## src/rtl/core/marching_squares_cell_segments_top_assert.svh

```systemverilog
// ----------------------------------------------------------------------------
// Marching squares cell segments - assertion macros
// Shared concurrent assertion forms, clocked on aclk, off while in reset.
// ----------------------------------------------------------------------------
`ifndef MARCHING_SQUARES_CELL_SEGMENTS_TOP_ASSERT_SVH
`define MARCHING_SQUARES_CELL_SEGMENTS_TOP_ASSERT_SVH

// same-cycle implication
`define MSQ_ASSERT_IMPL(lbl, ante, cons, msg) \
    lbl: assert property (@(posedge aclk) disable iff (!aresetn) (ante) |-> (cons)) \
        else $error(msg);

// next-cycle implication
`define MSQ_ASSERT_NEXT(lbl, ante, cons, msg) \
    lbl: assert property (@(posedge aclk) disable iff (!aresetn) (ante) |=> (cons)) \
        else $error(msg);

`endif

```

## src/rtl/core/msq_pkg.sv

```systemverilog
// ----------------------------------------------------------------------------
// msq_pkg
// Widths, types and the segment plan shared by the marching squares blocks.
// ----------------------------------------------------------------------------
package msq_pkg;

    localparam int COORD_W      = 12;
    localparam int SIZE_W       = 8;
    localparam int VALUE_W      = 32;
    localparam int OUT_W        = COORD_W + 1;
    localparam int Q_W          = SIZE_W + 1;
    localparam int DEN_W        = VALUE_W + 2;
    localparam int NUM_W        = VALUE_W + SIZE_W + 2;
    localparam int DIV_STAGES   = SIZE_W + 1;
    localparam int FRONT_STAGES = 2;
    localparam int PIPE_STAGES  = FRONT_STAGES + DIV_STAGES;
    localparam int N_SIDES      = 4;

    // bit positions of the corners in the case index
    localparam int BIT_TL = 0;
    localparam int BIT_TR = 1;
    localparam int BIT_BL = 2;
    localparam int BIT_BR = 3;

    localparam logic [3:0] CASE_NONE     = 4'b0000;
    localparam logic [3:0] CASE_FULL     = 4'b1111;
    localparam logic [3:0] CASE_SADDLE_A = 4'b0110;
    localparam logic [3:0] CASE_SADDLE_B = 4'b1001;

    typedef enum logic [1:0] {
        SIDE_TOP    = 2'd0,
        SIDE_LEFT   = 2'd1,
        SIDE_RIGHT  = 2'd2,
        SIDE_BOTTOM = 2'd3
    } side_t;

    typedef struct packed {
        logic        [COORD_W-1:0] cell_x;
        logic        [COORD_W-1:0] cell_y;
        logic        [SIZE_W-1:0]  cell_size;
        logic signed [VALUE_W-1:0] corner_top_left;
        logic signed [VALUE_W-1:0] corner_top_right;
        logic signed [VALUE_W-1:0] corner_bottom_left;
        logic signed [VALUE_W-1:0] corner_bottom_right;
    } msq_in_t;

    typedef struct packed {
        logic [OUT_W-1:0] start_x;
        logic [OUT_W-1:0] start_y;
        logic [OUT_W-1:0] end_x;
        logic [OUT_W-1:0] end_y;
        logic             last_segment;
    } msq_out_t;

    typedef struct packed {
        logic [COORD_W-1:0] x;
        logic [COORD_W-1:0] y;
        logic [SIZE_W-1:0]  s;
        logic [3:0]         idx;
    } cell_info_t;

    typedef struct packed {
        logic [NUM_W-1:0] num;
        logic [DEN_W-1:0] den;
        logic [Q_W-1:0]   q;
        logic             zero;
    } lane_t;

    typedef struct packed {
        logic [1:0] count;
        side_t      start0;
        side_t      end0;
        side_t      start1;
        side_t      end1;
    } plan_t;

    function automatic plan_t seg_plan(input logic [3:0] idx);
        plan_t p;
        logic  cross_top;
        logic  cross_left;
        logic  cross_right;
        logic  cross_bottom;
        cross_top    = idx[BIT_TL] ^ idx[BIT_TR];
        cross_left   = idx[BIT_TL] ^ idx[BIT_BL];
        cross_right  = idx[BIT_TR] ^ idx[BIT_BR];
        cross_bottom = idx[BIT_BL] ^ idx[BIT_BR];
        p.count  = 2'd1;
        p.start0 = SIDE_TOP;
        p.end0   = SIDE_LEFT;
        p.start1 = SIDE_BOTTOM;
        p.end1   = SIDE_LEFT;
        if (idx == CASE_NONE || idx == CASE_FULL) begin
            p.count = 2'd0;
        end else if (idx == CASE_SADDLE_A || idx == CASE_SADDLE_B) begin
            p.count  = 2'd2;
            p.start0 = SIDE_TOP;
            p.end0   = idx[BIT_TL] ? SIDE_LEFT : SIDE_RIGHT;
            p.start1 = SIDE_BOTTOM;
            p.end1   = idx[BIT_TL] ? SIDE_RIGHT : SIDE_LEFT;
        end else if (cross_top) begin
            p.start0 = SIDE_TOP;
            p.end0   = cross_left ? SIDE_LEFT : (cross_right ? SIDE_RIGHT : SIDE_BOTTOM);
        end else if (cross_bottom) begin
            p.start0 = SIDE_BOTTOM;
            p.end0   = cross_left ? SIDE_LEFT : SIDE_RIGHT;
        end else begin
            p.start0 = SIDE_LEFT;
            p.end0   = SIDE_RIGHT;
        end
        return p;
    endfunction

endpackage

```

## src/rtl/core/msq_emit.sv

```systemverilog
// ----------------------------------------------------------------------------
// msq_emit
// Builds edge points of a finished cell and hands out its one or two segments.
// ----------------------------------------------------------------------------
`include "marching_squares_cell_segments_top_assert.svh"

module msq_emit
    import msq_pkg::*;
(
    input  logic                          aclk,
    input  logic                          aresetn,
    input  logic                          in_valid,
    output logic                          in_ready,
    input  cell_info_t                    in_info,
    input  logic [N_SIDES-1:0][Q_W-1:0]   q,
    output logic                          m_valid,
    output msq_out_t                      m_data,
    input  logic                          m_ready
);

    logic                            valid_reg;
    logic                            valid_next;
    logic                            second_reg;
    logic                            second_next;
    plan_t                           plan_reg;
    plan_t                           plan_in;
    logic [N_SIDES-1:0][OUT_W-1:0]   px_reg;
    logic [N_SIDES-1:0][OUT_W-1:0]   py_reg;
    logic                            take;
    logic                            last;
    logic                            free;
    logic                            load;
    side_t                           s_side;
    side_t                           e_side;

    assign plan_in  = seg_plan(in_info.idx);
    assign take     = valid_reg && m_ready;
    assign last     = second_reg || (plan_reg.count == 2'd1);
    assign free     = !valid_reg || (take && last);
    assign in_ready = free || (plan_in.count == 2'd0);
    assign load     = in_valid && free && (plan_in.count != 2'd0);

    always_comb begin
        valid_next  = valid_reg;
        second_next = second_reg;
        if (take && last) begin
            valid_next  = 1'b0;
            second_next = 1'b0;
        end else if (take) begin
            second_next = 1'b1;
        end
        if (load) begin
            valid_next  = 1'b1;
            second_next = 1'b0;
        end
    end

    always_ff @(posedge aclk) begin
        if (!aresetn) begin
            valid_reg  <= 1'b0;
            second_reg <= 1'b0;
        end else begin
            valid_reg  <= valid_next;
            second_reg <= second_next;
        end
    end

    always_ff @(posedge aclk) begin
        if (load) begin
            plan_reg            <= plan_in;
            px_reg[SIDE_TOP]    <= OUT_W'(in_info.x) + OUT_W'(q[SIDE_TOP]);
            py_reg[SIDE_TOP]    <= OUT_W'(in_info.y);
            px_reg[SIDE_LEFT]   <= OUT_W'(in_info.x);
            py_reg[SIDE_LEFT]   <= OUT_W'(in_info.y) + OUT_W'(q[SIDE_LEFT]);
            px_reg[SIDE_RIGHT]  <= OUT_W'(in_info.x) + OUT_W'(in_info.s);
            py_reg[SIDE_RIGHT]  <= OUT_W'(in_info.y) + OUT_W'(q[SIDE_RIGHT]);
            px_reg[SIDE_BOTTOM] <= OUT_W'(in_info.x) + OUT_W'(q[SIDE_BOTTOM]);
            py_reg[SIDE_BOTTOM] <= OUT_W'(in_info.y) + OUT_W'(in_info.s);
        end
    end

    assign s_side = second_reg ? plan_reg.start1 : plan_reg.start0;
    assign e_side = second_reg ? plan_reg.end1   : plan_reg.end0;

    assign m_valid             = valid_reg;
    assign m_data.start_x      = px_reg[s_side];
    assign m_data.start_y      = py_reg[s_side];
    assign m_data.end_x        = px_reg[e_side];
    assign m_data.end_y        = py_reg[e_side];
    assign m_data.last_segment = last;

    `MSQ_ASSERT_IMPL(a_second_saddle, second_reg, valid_reg && plan_reg.count == 2'd2, "second segment shown for a non-saddle cell")
    `MSQ_ASSERT_NEXT(a_second_follows, take && !last, valid_reg && second_reg, "saddle cell lost its second segment")
    `MSQ_ASSERT_IMPL(a_no_empty_cell, valid_reg, plan_reg.count != 2'd0, "cell without segments held for output")

endmodule

```

## config.mk

```make
export PLATFORM = sky130hd
export DESIGN_NAME = msq_emit
export DESIGN_NICKNAME = d
export VERILOG_FILES = /design/src/rtl/core/msq_pkg.sv /design/src/rtl/core/msq_emit.sv
export VERILOG_INCLUDE_DIRS = /design/src /design/src/rtl/core
export SDC_FILE = /design/constraint.sdc
export NUM_CORES = 1
export LEC_CHECK = 0
export BUFFER_PORTS_ARGS = -buffer_cell sky130_fd_sc_hd__buf_4
export CAP_MARGIN = 10
export CORE_MARGIN = 8
export CORE_UTILIZATION = 28
export CTS_CLUSTER_DIAMETER = 150
export DETAILED_ROUTE_END_ITERATION = 16
export HOLD_SLACK_MARGIN = 0.15
export SLEW_MARGIN = 20
export SYNTH_ARGS = -nofsm -noshare
export SYNTH_HDL_FRONTEND = slang
export SYNTH_SLANG_ARGS = --single-unit
```

## constraint.sdc

```tcl
create_clock -name aclk -period 7.3 [get_ports aclk]
set_input_delay 1.46 -clock aclk [delete_from_list [all_inputs] [get_ports aclk]]
set_output_delay 1.46 -clock aclk [all_outputs]
set_load 0.02 [all_outputs]
```

# Word-level counts from Yosys, hierarchy flattened
# Index checks and enable logic that the tools add are counted.
[classes]
n_addsub = 6
bitwise = 6
n_mux = 22
n_eq_ne = 4
n_lt_le_gt_ge = 2
n_reduce_logical = 17
[ops]
columns = ["cell", "n"]
rows = [
  ["13-bit binary-select mux with 2-bit select", 4],
  ["12-bit by 9-bit adder with 13-bit output", 4],
  ["13-bit 2-to-1 mux", 4],
  ["12-bit by 8-bit adder with 13-bit output", 2],
  ["2-bit 2-to-1 mux", 10],
  ["4-bit equality test (second input constant)", 2],
  ["2-bit by 3-bit < comparator with 1-bit output (second input constant)", 2],
  ["3-bit OR reduction", 2],
  ["1-bit logical OR", 5],
  ["4-bit by 3-bit equality test with 1-bit output (second input constant)", 1],
  ["1-bit logical AND", 4],
  ["4-bit logical NOT", 1],
  ["4-bit 2-to-1 mux", 1],
  ["2-bit nonzero test", 2],
  ["1-bit XOR", 4],
  ["1-bit 2-to-1 mux", 3],
  ["2-bit by 1-bit equality test with 1-bit output (second input constant)", 1],
  ["2-bit logical NOT", 1],
  ["1-bit inverter", 2],
  ["2-bit OR reduction", 1],
  ["1-bit logical NOT", 1],
]
[word_totals]
input_bits = 76
reg_bits = 114
out_inout_bits = 55
elab_cells = 72

# Logic depth before layout (Yosys ltp)
# Gate-level depths: netlist of the first run.
[depth]
ltp_word = 7
ltp_mapped = 6
ltp_nobuf = 6

# Worst setup path before layout of the first run
# No wires, ideal clock.
[synth_path]
path_type = "input to register"
startpoint = "input port in_info[0] (netlist name)"
endpoint = "register plan_reg[0] (netlist name) (enable)"
arrival_ns = 6.941
n_path_buf = 0
setup_ns = 0.593
cell_stages = 5
slack_ns = -0.234
path_cell_list = "inv_1 > ha_1 > a22oi_1 > nand2_1 > nor2b_1"
[synth_between]
elab_chain_cells = 6
word_cells_on_any_way = 10
[synth_rtl]
columns = ["item", "line_no", "text"]
rows = [
  ["start, declared", "msq_emit.sv:14", "input cell_info_t in_info,"],
  ["4-bit by 3-bit equality test with 1-bit output / 4-bit equality test (equally long branches)", "msq_pkg.sv:94", "end else if (idx == CASE_SADDLE_A || idx == CASE_SADDLE_B) begin"],
  ["1-bit logical OR", "msq_pkg.sv:94", ""],
  ["2-bit 2-to-1 mux", "msq_pkg.sv:94", ""],
  ["2-bit 2-to-1 mux *", "msq_pkg.sv:92", "if (idx == CASE_NONE || idx == CASE_FULL) begin"],
  ["2-bit nonzero test *", "msq_emit.sv:41", "assign load = in_valid && free && (plan_in.count != 2'd0);"],
  ["1-bit logical AND *", "msq_emit.sv:41", ""],
  ["via load", "msq_emit.sv:32", "logic load;"],
  ["end signal, assigned", "msq_emit.sv:70", "plan_reg <= plan_in;"],
  ["end, declared", "msq_emit.sv:25", "plan_t plan_reg;"],
]
# The timed path passes the listed nets; every way through them passes the cells marked *.
# A chain may end at the register's enable or synchronous reset.

==> results of run 1 <==
synthesized netlist by cell type, drive strengths merged, types with 12 or more instances:
library cell  instances
xnor2                37
o211ai               12
inv                  28
mux4                 24
a21o                 15
a211oi               35
a31oi                30
nand2                74
a21oi                41
nor2                 29
nor2b                34
clkbuf               25
o21ai                26
ha                   60
o2111ai              19
edfxtp              110
nand3                45
nor3                 20
cell families (layout without fill, tap and decap cells):
logic type,count (synthesis),count (layout),synth area share [%]
and+or+nand+nor,233,233,14.00
muxes,29,29,7.831
xor gates and xnor gates,44,44,4.738
AOI/OAI and AO/OA,214,214,18.05
DFF,112,112,41.11
adders and majority gates,66,66,10.71
buffers and inverters,65,182,3.569
path summary, 6_finish.rpt:
check / slack, ns / to / depth (start not counted)
max: 2.99 / m_data[21] / 4
min: 0.53 / second_reg / 2
max reg2reg: 4.99 / py_reg[0] / 4
min reg2reg: 0.53 / second_reg / 2
metal layers:
layer	track usage, %	part of all wire (%)	vias to the layer above
met5	0	0	-
met4	3.910	1.3	0
met3	2.256	4.3	14
met2	22.96	47	157
met1	18.26	48	3227
li1	-	-	3210
report_power, final:
| group | leakage (nW) | internal (mW) | switching (mW) | total [mW] |
|---|---|---|---|---|
| combinational | 2.47 | 0.287 | 0.399 | 0.686 |
| sequential | 1.06 | 0.796 | 0.0347 | 0.831 |
| clock | 0.149 | 0.244 | 0.262 | 0.506 |
| total | 3.68 | 1.33 | 0.696 | 2.02 |
layout make-up:
type | count | area [um^2] | share of cell area, %
Tap cell | 384 | 480.5 | 4.916
Sequential cell | 112 | 3343 | 34.21
Timing Repair Buffer | 136 | 1021 | 10.45
Clock buffer | 9 | 225.2 | 2.304
Clock inverter | 7 | 72.57 | 0.7425
Inverter | 30 | 112.6 | 1.152
Multi-Input combinational cell | 586 | 4518 | 46.23
per-stage QoR:
step	hold slack (ns)	std cells	util [%]	area, um^2
6_report	0.5264	1264	34.14	9773
3_3_place_gp	0.5222	1248	33.10	9475
2_1_floorplan	0.5570	763	-	8135
3_5_place_dp	0.5181	1248	33.10	9475
4_1_cts	0.5319	1264	34.14	9773
5_1_grt	0.5622	1264	34.14	9773
worst register-to-register path, delay by kind of cell, from the launching register on:
kind                   cells  cell delay [ns]
flip-flops                 1             0.65
buffers and inverters      1             0.62
AO/OA/AOI/OAI              2             0.44
AND/OR/NAND/NOR            1             0.21
==> metrics, run 1 <==
Area contributors post-synth edfxtp_1, ha_1, mux4_2; CTS resizes 0; CP arrival 2.85 ns; post-route clock skew 0.01779 ns; post-detailed-route wirelength per cell ~20 um; DIE AREA 34760 um^2; syn_nets 905; Hold Buf Count CTS 0; most frequent cells in the layout buf_4, edfxtp_1, nand2_1, ha_1, nand3_1; gr ovfl total 0; worst-case clock buffer depth 2; Worst Tran Pin Value 1.041 ns; DR iter-0 viols 530; IO Pins approximately 130; PortBufs between 100 and 150; Worst-Skew Late Latency 0.37 ns; cts bufs inserted 9; Final HPWL DP 18980 um; routed via count 6608; CP Launch Type register; commonest non-fill, non-tap cell in the layout buf_4; max incr delay on CP roughly 0.65 ns; Pins Over Slew Limit 0; Site Rows slightly above 60; top cell type's share of synthesized area 40.62%; fmax 231.8 MHz; worst setup margin 2.986 ns; largest net degree at the start of global routing 61; post-route minimum period 4.314 ns; TritonCTS clock tree done; First-pass DRT Iterations 5; Post-CTS Setup Bufs 0; Seq cells post-synth ~110; Nets just over 1k; worst min path class reg2reg; vias in the first global route 6690; Routed WL 24610 um; GP Congestion just under 0.9; Critical Path RT 5.84 ns; Crit Path Class reg2out; first-pass GRT wire length 37960 um; Slew Limit Headroom 30.60%; period utilization 59.10%; Final Hold Viols 0; Setup violations, final 0; CP Buf/Inv Count 2; outcome complete, no violations; Worst R2R Start second_reg; crit path from second_reg; cell count after synthesis 763; # fillers between 2k and 3k; Die X 186.4 um; crit-path max FO 21; Final TNS setup 0 ns; count of cell types in the netlist 59; Post-synth EDFFs 110; share of cells above drive strength 1 19.77%; clock root buffer clkbuf_16; largest area contributor in the netlist edfxtp_1; residual DRC count 0; Max VDD drop 0.09576 mV; ys flop type edfxtp_1; number of synthesis warnings 0; Mean Syn Cell Area between 10 and 15 um^2; CTS Sinks 112; Slowest-stage cell, CP dfxtp_1; crit end category output pin; critical-path cell list mux2i_4 -> buf_4 -> mux4_1 -> buf_4; Die Y between 150 and 200 um; Area Growth Syn to Fin 20.17%; antenna viol nets, final 0; Crit path max-delay family multiplexers; total power roughly 2.0 mW; RSZ-0062 raised after global routing no; synthesized cell area 8133 um^2; Cell Pwr Density 206.9 nW/um^2; leakage power 3.684 nW; Total GRT Usage 13.82%; Seq/Total Area, Yosys 41.11%; Initial Util 28.41%; Async SR Flop Fraction 0%; core area around 29000 um^2; DR vias/cell between 5 and 6; post-place setup slack 3.268 ns; H-tree depth 3; Reg clk slew, reported paths around 0.07 ns; most used cell along the critical path buf_4; Worst Hold Launch m_valid; antenna violations before repair 0; MaxCap Viol Count 0; n_diodes 0
(Power assumes the default switching activity.)
==> inputs of run 2 (changes only) <==
==> constraint.sdc (replaced) <==
create_clock -name aclk -period 4 [get_ports aclk]
set_input_delay 0.8 -clock aclk [delete_from_list [all_inputs] [get_ports aclk]]
set_output_delay 0.8 -clock aclk [all_outputs]
set_load 0.02 [all_outputs]
==> metrics, run 2 (synthesized netlist as in run 1, its figures left out) <==
first-pass GRT wire length 39500 um (+4.0%); CTS Sinks 112 (unchanged); RSZ-0062 raised after global routing no; worst min path class reg2reg; vias in the first global route 6820 (+1.9%); most frequent cells in the layout buf_4, edfxtp_1, nand2_1, ha_1, nand3_1; Routed WL 25440 um (+3.3%); largest net degree at the start of global routing 59 (-3.3%); Clock power frac 24.9% (about the same); DR iter-0 viols 530 (unchanged); Pins Over Slew Limit 0 (unchanged); Final Hold Viols 0 (unchanged); Comb pwr share 34.0% (about the same); post-route minimum period between 3 and 4 ns; capture point of the worst path m_data[18]; post-route clock skew 0.004923 ns (-0.01286 ns); Die X 186.4 um (unchanged); Worst R2R Start second_reg; FF+latch area 3343 um^2 (unchanged); GP Congestion 0.8247 (-5.9%); routed via count 6724 (+1.8%); Cell Pwr Density 377.8 nW/um^2 (+83%); Nets 1019 (+0.20%); Post-CTS Setup Bufs 0 (unchanged); Area Growth Syn to Fin 20.97%; Worst Hold Launch m_valid; MaxCap Viol Count 0 (unchanged); commonest non-fill, non-tap cell in the layout buf_4; cts bufs inserted 9 (unchanged); TritonCTS clock tree done; CP arrival 2.67 ns (-0.18 ns); residual DRC count 0 (unchanged); crit end category output pin; Slew Limit Headroom 42.83% (+12 points); Critical Path RT 3.20 ns (-2.64 ns); FF-to-FF End py_reg[26]; Power Internal 2.477 mW (+87%); Die Y 186.4 um (unchanged); Max VDD drop 0.1695 mV (+77%); crit-path max FO 19 (-9.5%); DIE AREA 34760 um^2 (unchanged); fmax 287.9 MHz; Setup violations, final 0 (unchanged); period utilization 86.82%; Final TNS setup 0 ns (unchanged); CTS resizes 0 (unchanged); Final HPWL DP 19550 um (+3.0%); clock root buffer clkbuf_16; DR vias/cell 5.307 (+1.5%); Site Rows 62 (unchanged); crit path from second_reg; Total GRT Usage 14.37% (+0.55 points); final core occ 34.37% (+0.23 points); share of cells above drive strength 1 19.84% (+0.069 points); CP Launch Type register; outcome complete, no violations; Initial Util 28.41% (unchanged); Worst Tran Pin Value 0.8575 ns (-0.1834 ns); Psw 1.240 mW (+78%); Hold Buf Count CTS 0 (unchanged); worst-case clock buffer depth 2 (unchanged); leakage power 3.709 nW (+0.69%); H-tree depth 3 (unchanged); First-pass DRT Iterations 5 (unchanged); Switching Fraction 33.36% (-1.0 points); Worst Hold Margin 0.5569 ns (+0.03044 ns); sequential power share 41.2% (about the same); R2R setup slack 1.86 ns (-3.13 ns); Crit Path Class reg2out; Multi-input gate area 4518 um^2 (unchanged); Reg clk slew, reported paths 0.08 ns (about the same); worst r2r path cells 4 (unchanged); antenna viol nets, final 0 (unchanged); core area 28630 um^2 (unchanged); post-detailed-route wirelength per cell 20.08 um (+3.1%); antenna violations before repair 1 (+1); gr ovfl total 0 (unchanged); PortBufs 130 (unchanged); Worst-Skew Late Latency 0.36 ns (about the same); # fillers 2908 (+0.45%); IO Pins 131 (unchanged)
## run 2: metrics by stage
| stage | setup slack (ns) | cell area (um^2) | total power, mW | cells |
|---|---|---|---|---|
| finish | 0.5271 | 9838 | 3.717 | 1267 |
| global route | 0.3652 | 9838 | 3.918 | 1267 |
| CTS | 0.4805 | 9836 | 3.754 | 1266 |
| detailed placement | 0.8795 | 9540 | 2.819 | 1250 |
| global placement | 0.9293 | 9540 | 2.808 | 1250 |
| floorplan | 0.4745 | 8140 | 2.326 | 763 |
## run 2: layout make-up
| class | count | area share [%] |
|---|---|---|
| diodes | 1 | 0.02544 |
| inverters | 30 | 1.145 |
| clock inverters | 7 | 0.7122 |
| multi-input cells | 586 | 45.92 |
| well taps | 384 | 4.884 |
| repair buffers | 138 | 11.04 |
| clock buffers | 9 | 2.289 |
| flip-flops and latches | 112 | 33.98 |
## run 2: worst min path at each step
stage,to,slack [ns],cells past startpoint
floorplan,second_reg,0.56,3
global placement,second_reg,0.52,2
detailed placement,second_reg,0.54,2
CTS,second_reg,0.56,2
global route,second_reg,0.63,2
finish,second_reg,0.56,2
## run 2: layer usage
layer | up-vias | GRT usage, % | routed length (um)
met5 | - | 0 | 0
met4 | 0 | 6.681 | 733
met3 | 33 | 2.312 | 1436
met2 | 255 | 21.88 | 11020
met1 | 3221 | 19.65 | 12240
li1 | 3215 | - | -
## run 2: power groups by stage
stage,sequential [mW],clock (mW),combinational [mW]
detailed placement,1.55,0,1.27
global placement,1.55,0,1.25
CTS,1.53,0.953,1.27
finish,1.53,0.924,1.26
floorplan,1.51,0,0.812
global route,1.54,0.998,1.38
## run 2: critical path: stages, from the launching register on
cell,delay [ns]
dfxtp_1,0.61
mux2i_4,0.66
buf_12,0.29
mux4_1,0.58
buf_4,0.17
==> inputs of run 3 (changes only) <==
--- a/config.mk
+++ b/config.mk
@@ -8,6 +8,7 @@
 export LEC_CHECK = 0
 export BUFFER_PORTS_ARGS = -buffer_cell sky130_fd_sc_hd__buf_4
 export CAP_MARGIN = 10
+export CORE_ASPECT_RATIO = 0.75
 export CORE_MARGIN = 8
 export CORE_UTILIZATION = 28
 export CTS_CLUSTER_DIAMETER = 150
==> metrics, run 3 (synthesized netlist as in run 1, its figures left out) <==
DR iter-0 viols 487 (-8.1%); met1 wire length 11750 um (-4.0%); Multi-input gate area 4518 um^2 (unchanged); critical-path cell list mux2i_4 -> buf_4 -> mux4_2 -> buf_4; max incr delay on CP 0.67 ns (about the same); CTS resizes 0 (unchanged); Crit Path Class reg2out; Comb pwr share 34.1% (about the same); met2 WL post-DR 11400 um (+3.4%); Power Internal 2.485 mW (+0.34%); largest net degree at the start of global routing 43 (-27%); worst-case clock buffer depth 2 (unchanged); share of cells above drive strength 1 20.18% (+0.34 points); Nets 1024 (+0.49%); post-detailed-route wirelength per cell 19.69 um (-1.9%); RSZ-0062 raised after global routing no; FF+latch area 3343 um^2 (unchanged); First-pass DRT Iterations 5 (unchanged); routed via count 6671 (-0.79%); cts bufs inserted 9 (unchanged); Post-CTS Setup Bufs 0 (unchanged); outcome complete, no violations; Final TNS setup 0 ns (unchanged); Worst-Skew Late Latency 0.35 ns (about the same); # fillers 2944 (+1.2%); Hold Buf Count CTS 0 (unchanged); Worst Tran Pin Value 0.8560 ns (-0.001483 ns); fmax 277.7 MHz (-3.6%); Pins Over Slew Limit 0 (unchanged); CP Launch Type register; Switching Fraction 32.88% (-0.48 points); commonest non-fill, non-tap cell in the layout buf_4; first-pass GRT wire length 37700 um (-4.5%); MaxCap Viol Count 0 (unchanged); fin area 9872 um^2 (+0.34%); most used cell along the critical path buf_4; leakage power 3.722 nW (+0.35%); Cell Pwr Density 375.1 nW/um^2 (-0.71%); CTS Sinks 112 (unchanged); DIE AREA 34810 um^2 (+0.16%); core area 28850 um^2 (+0.79%); worst min path class reg2reg; Critical Path RT 3.20 ns (about the same); Slew Limit Headroom 41.71% (-1.1 points); top layer reached by signal wires met4; Site Rows 54 (-13%); Met3 Wirelength 1592 um (+11%); Psw 1.218 mW (-1.8%); Max VDD drop 0.1819 mV (+7.3%); IO Pins 131 (unchanged); PortBufs 130 (unchanged); Slowest-stage cell, CP mux2i_4; gr ovfl total 0 (unchanged); H-tree depth 3 (unchanged); Setup violations, final 0 (unchanged); DR vias/cell 5.216 (-1.7%); most frequent cells in the layout buf_4, edfxtp_1, nand2_1, ha_1, nand3_1; post-route clock skew 0.009701 ns (+0.004779 ns); Routed WL 25180 um (-0.99%); period utilization 90.02% (+3.2 points); antenna viol nets, final 0 (unchanged); Total GRT Usage 14.28% (-0.085 points); Die X 212.8 um (+14%); post-route minimum period 3.601 ns (+0.1279 ns); n_diodes 0 (-1); Area Growth Syn to Fin 21.38%; Initial Util 28.19% (-0.22 points); Die Y 163.6 um (-12%); Reg clk slew, reported paths 0.07 ns (about the same); Clock power frac 24.7% (-0.2 points); clock root buffer clkbuf_16; crit end category output pin; residual DRC count 0 (unchanged); antenna violations before repair 0 (-1); Final HPWL DP 20080 um (+2.7%); crit-path max FO 12 (-7); placed cell area 9575 um^2 (+0.37%); sequential power share 41.2% (about the same); TritonCTS clock tree done; GP Congestion 0.8633 (+4.7%); CP arrival 2.80 ns (+0.13 ns); vias in the first global route 6372 (-6.6%); Final Hold Viols 0 (unchanged)
## run 3: worst paths after layout
kind | start | end | slack (ns) | cells after the start
max | second_reg | m_data[4] | 0.40 | 4
min | m_valid | second_reg | 0.55 | 2
max reg2reg | second_reg | py_reg[39] | 1.60 | 4
min reg2reg | m_valid | second_reg | 0.55 | 2
## run 3: final cells by class
type | count | area share [%]
Inverter | 30 | 1.141
Sequential cell | 112 | 33.87
Multi-Input combinational cell | 586 | 45.77
Timing Repair Buffer | 143 | 11.25
Clock buffer | 11 | 2.357
Clock inverter | 5 | 0.6464
Tap cell | 392 | 4.968
## run 3: power groups by stage
stage          registers, mW  logic [mW]  clock network [mW]
6_report                1.53        1.26               0.914
5_1_grt                 1.54        1.38               0.988
4_1_cts                 1.53        1.28               0.946
3_5_place_dp            1.55        1.27                   0
3_3_place_gp            1.55        1.26                   0
2_1_floorplan           1.51       0.812                   0
## run 3: layer usage
layer | vias up | GRT usage, %
li1 | 3216 | -
met5 | - | 0
met1 | 3225 | 19.44
met4 | 0 | 3.820
met2 | 207 | 22.51
met3 | 23 | 3.337
## run 3: per-stage QoR
step           util, %  worst slack, ns  total power [mW]  hold slack (ns)  std cells
3_5_place_dp     33.19           0.7277             2.823           0.5430       1263
4_1_cts          34.22           0.3256             3.748           0.5643       1279
2_1_floorplan        -           0.4745             2.326           0.5570        763
5_1_grt          34.22           0.2395             3.902           0.6068       1279
6_report         34.22           0.3992             3.703           0.5513       1279
3_3_place_gp     33.19           0.7625             2.807           0.5311       1263
## run 3: critical path: cells and delay by family, from the launching register on
kind	cells	cell delay [ns]
muxes	2	1.26
DFF	1	0.62
buffers and inverters	2	0.58
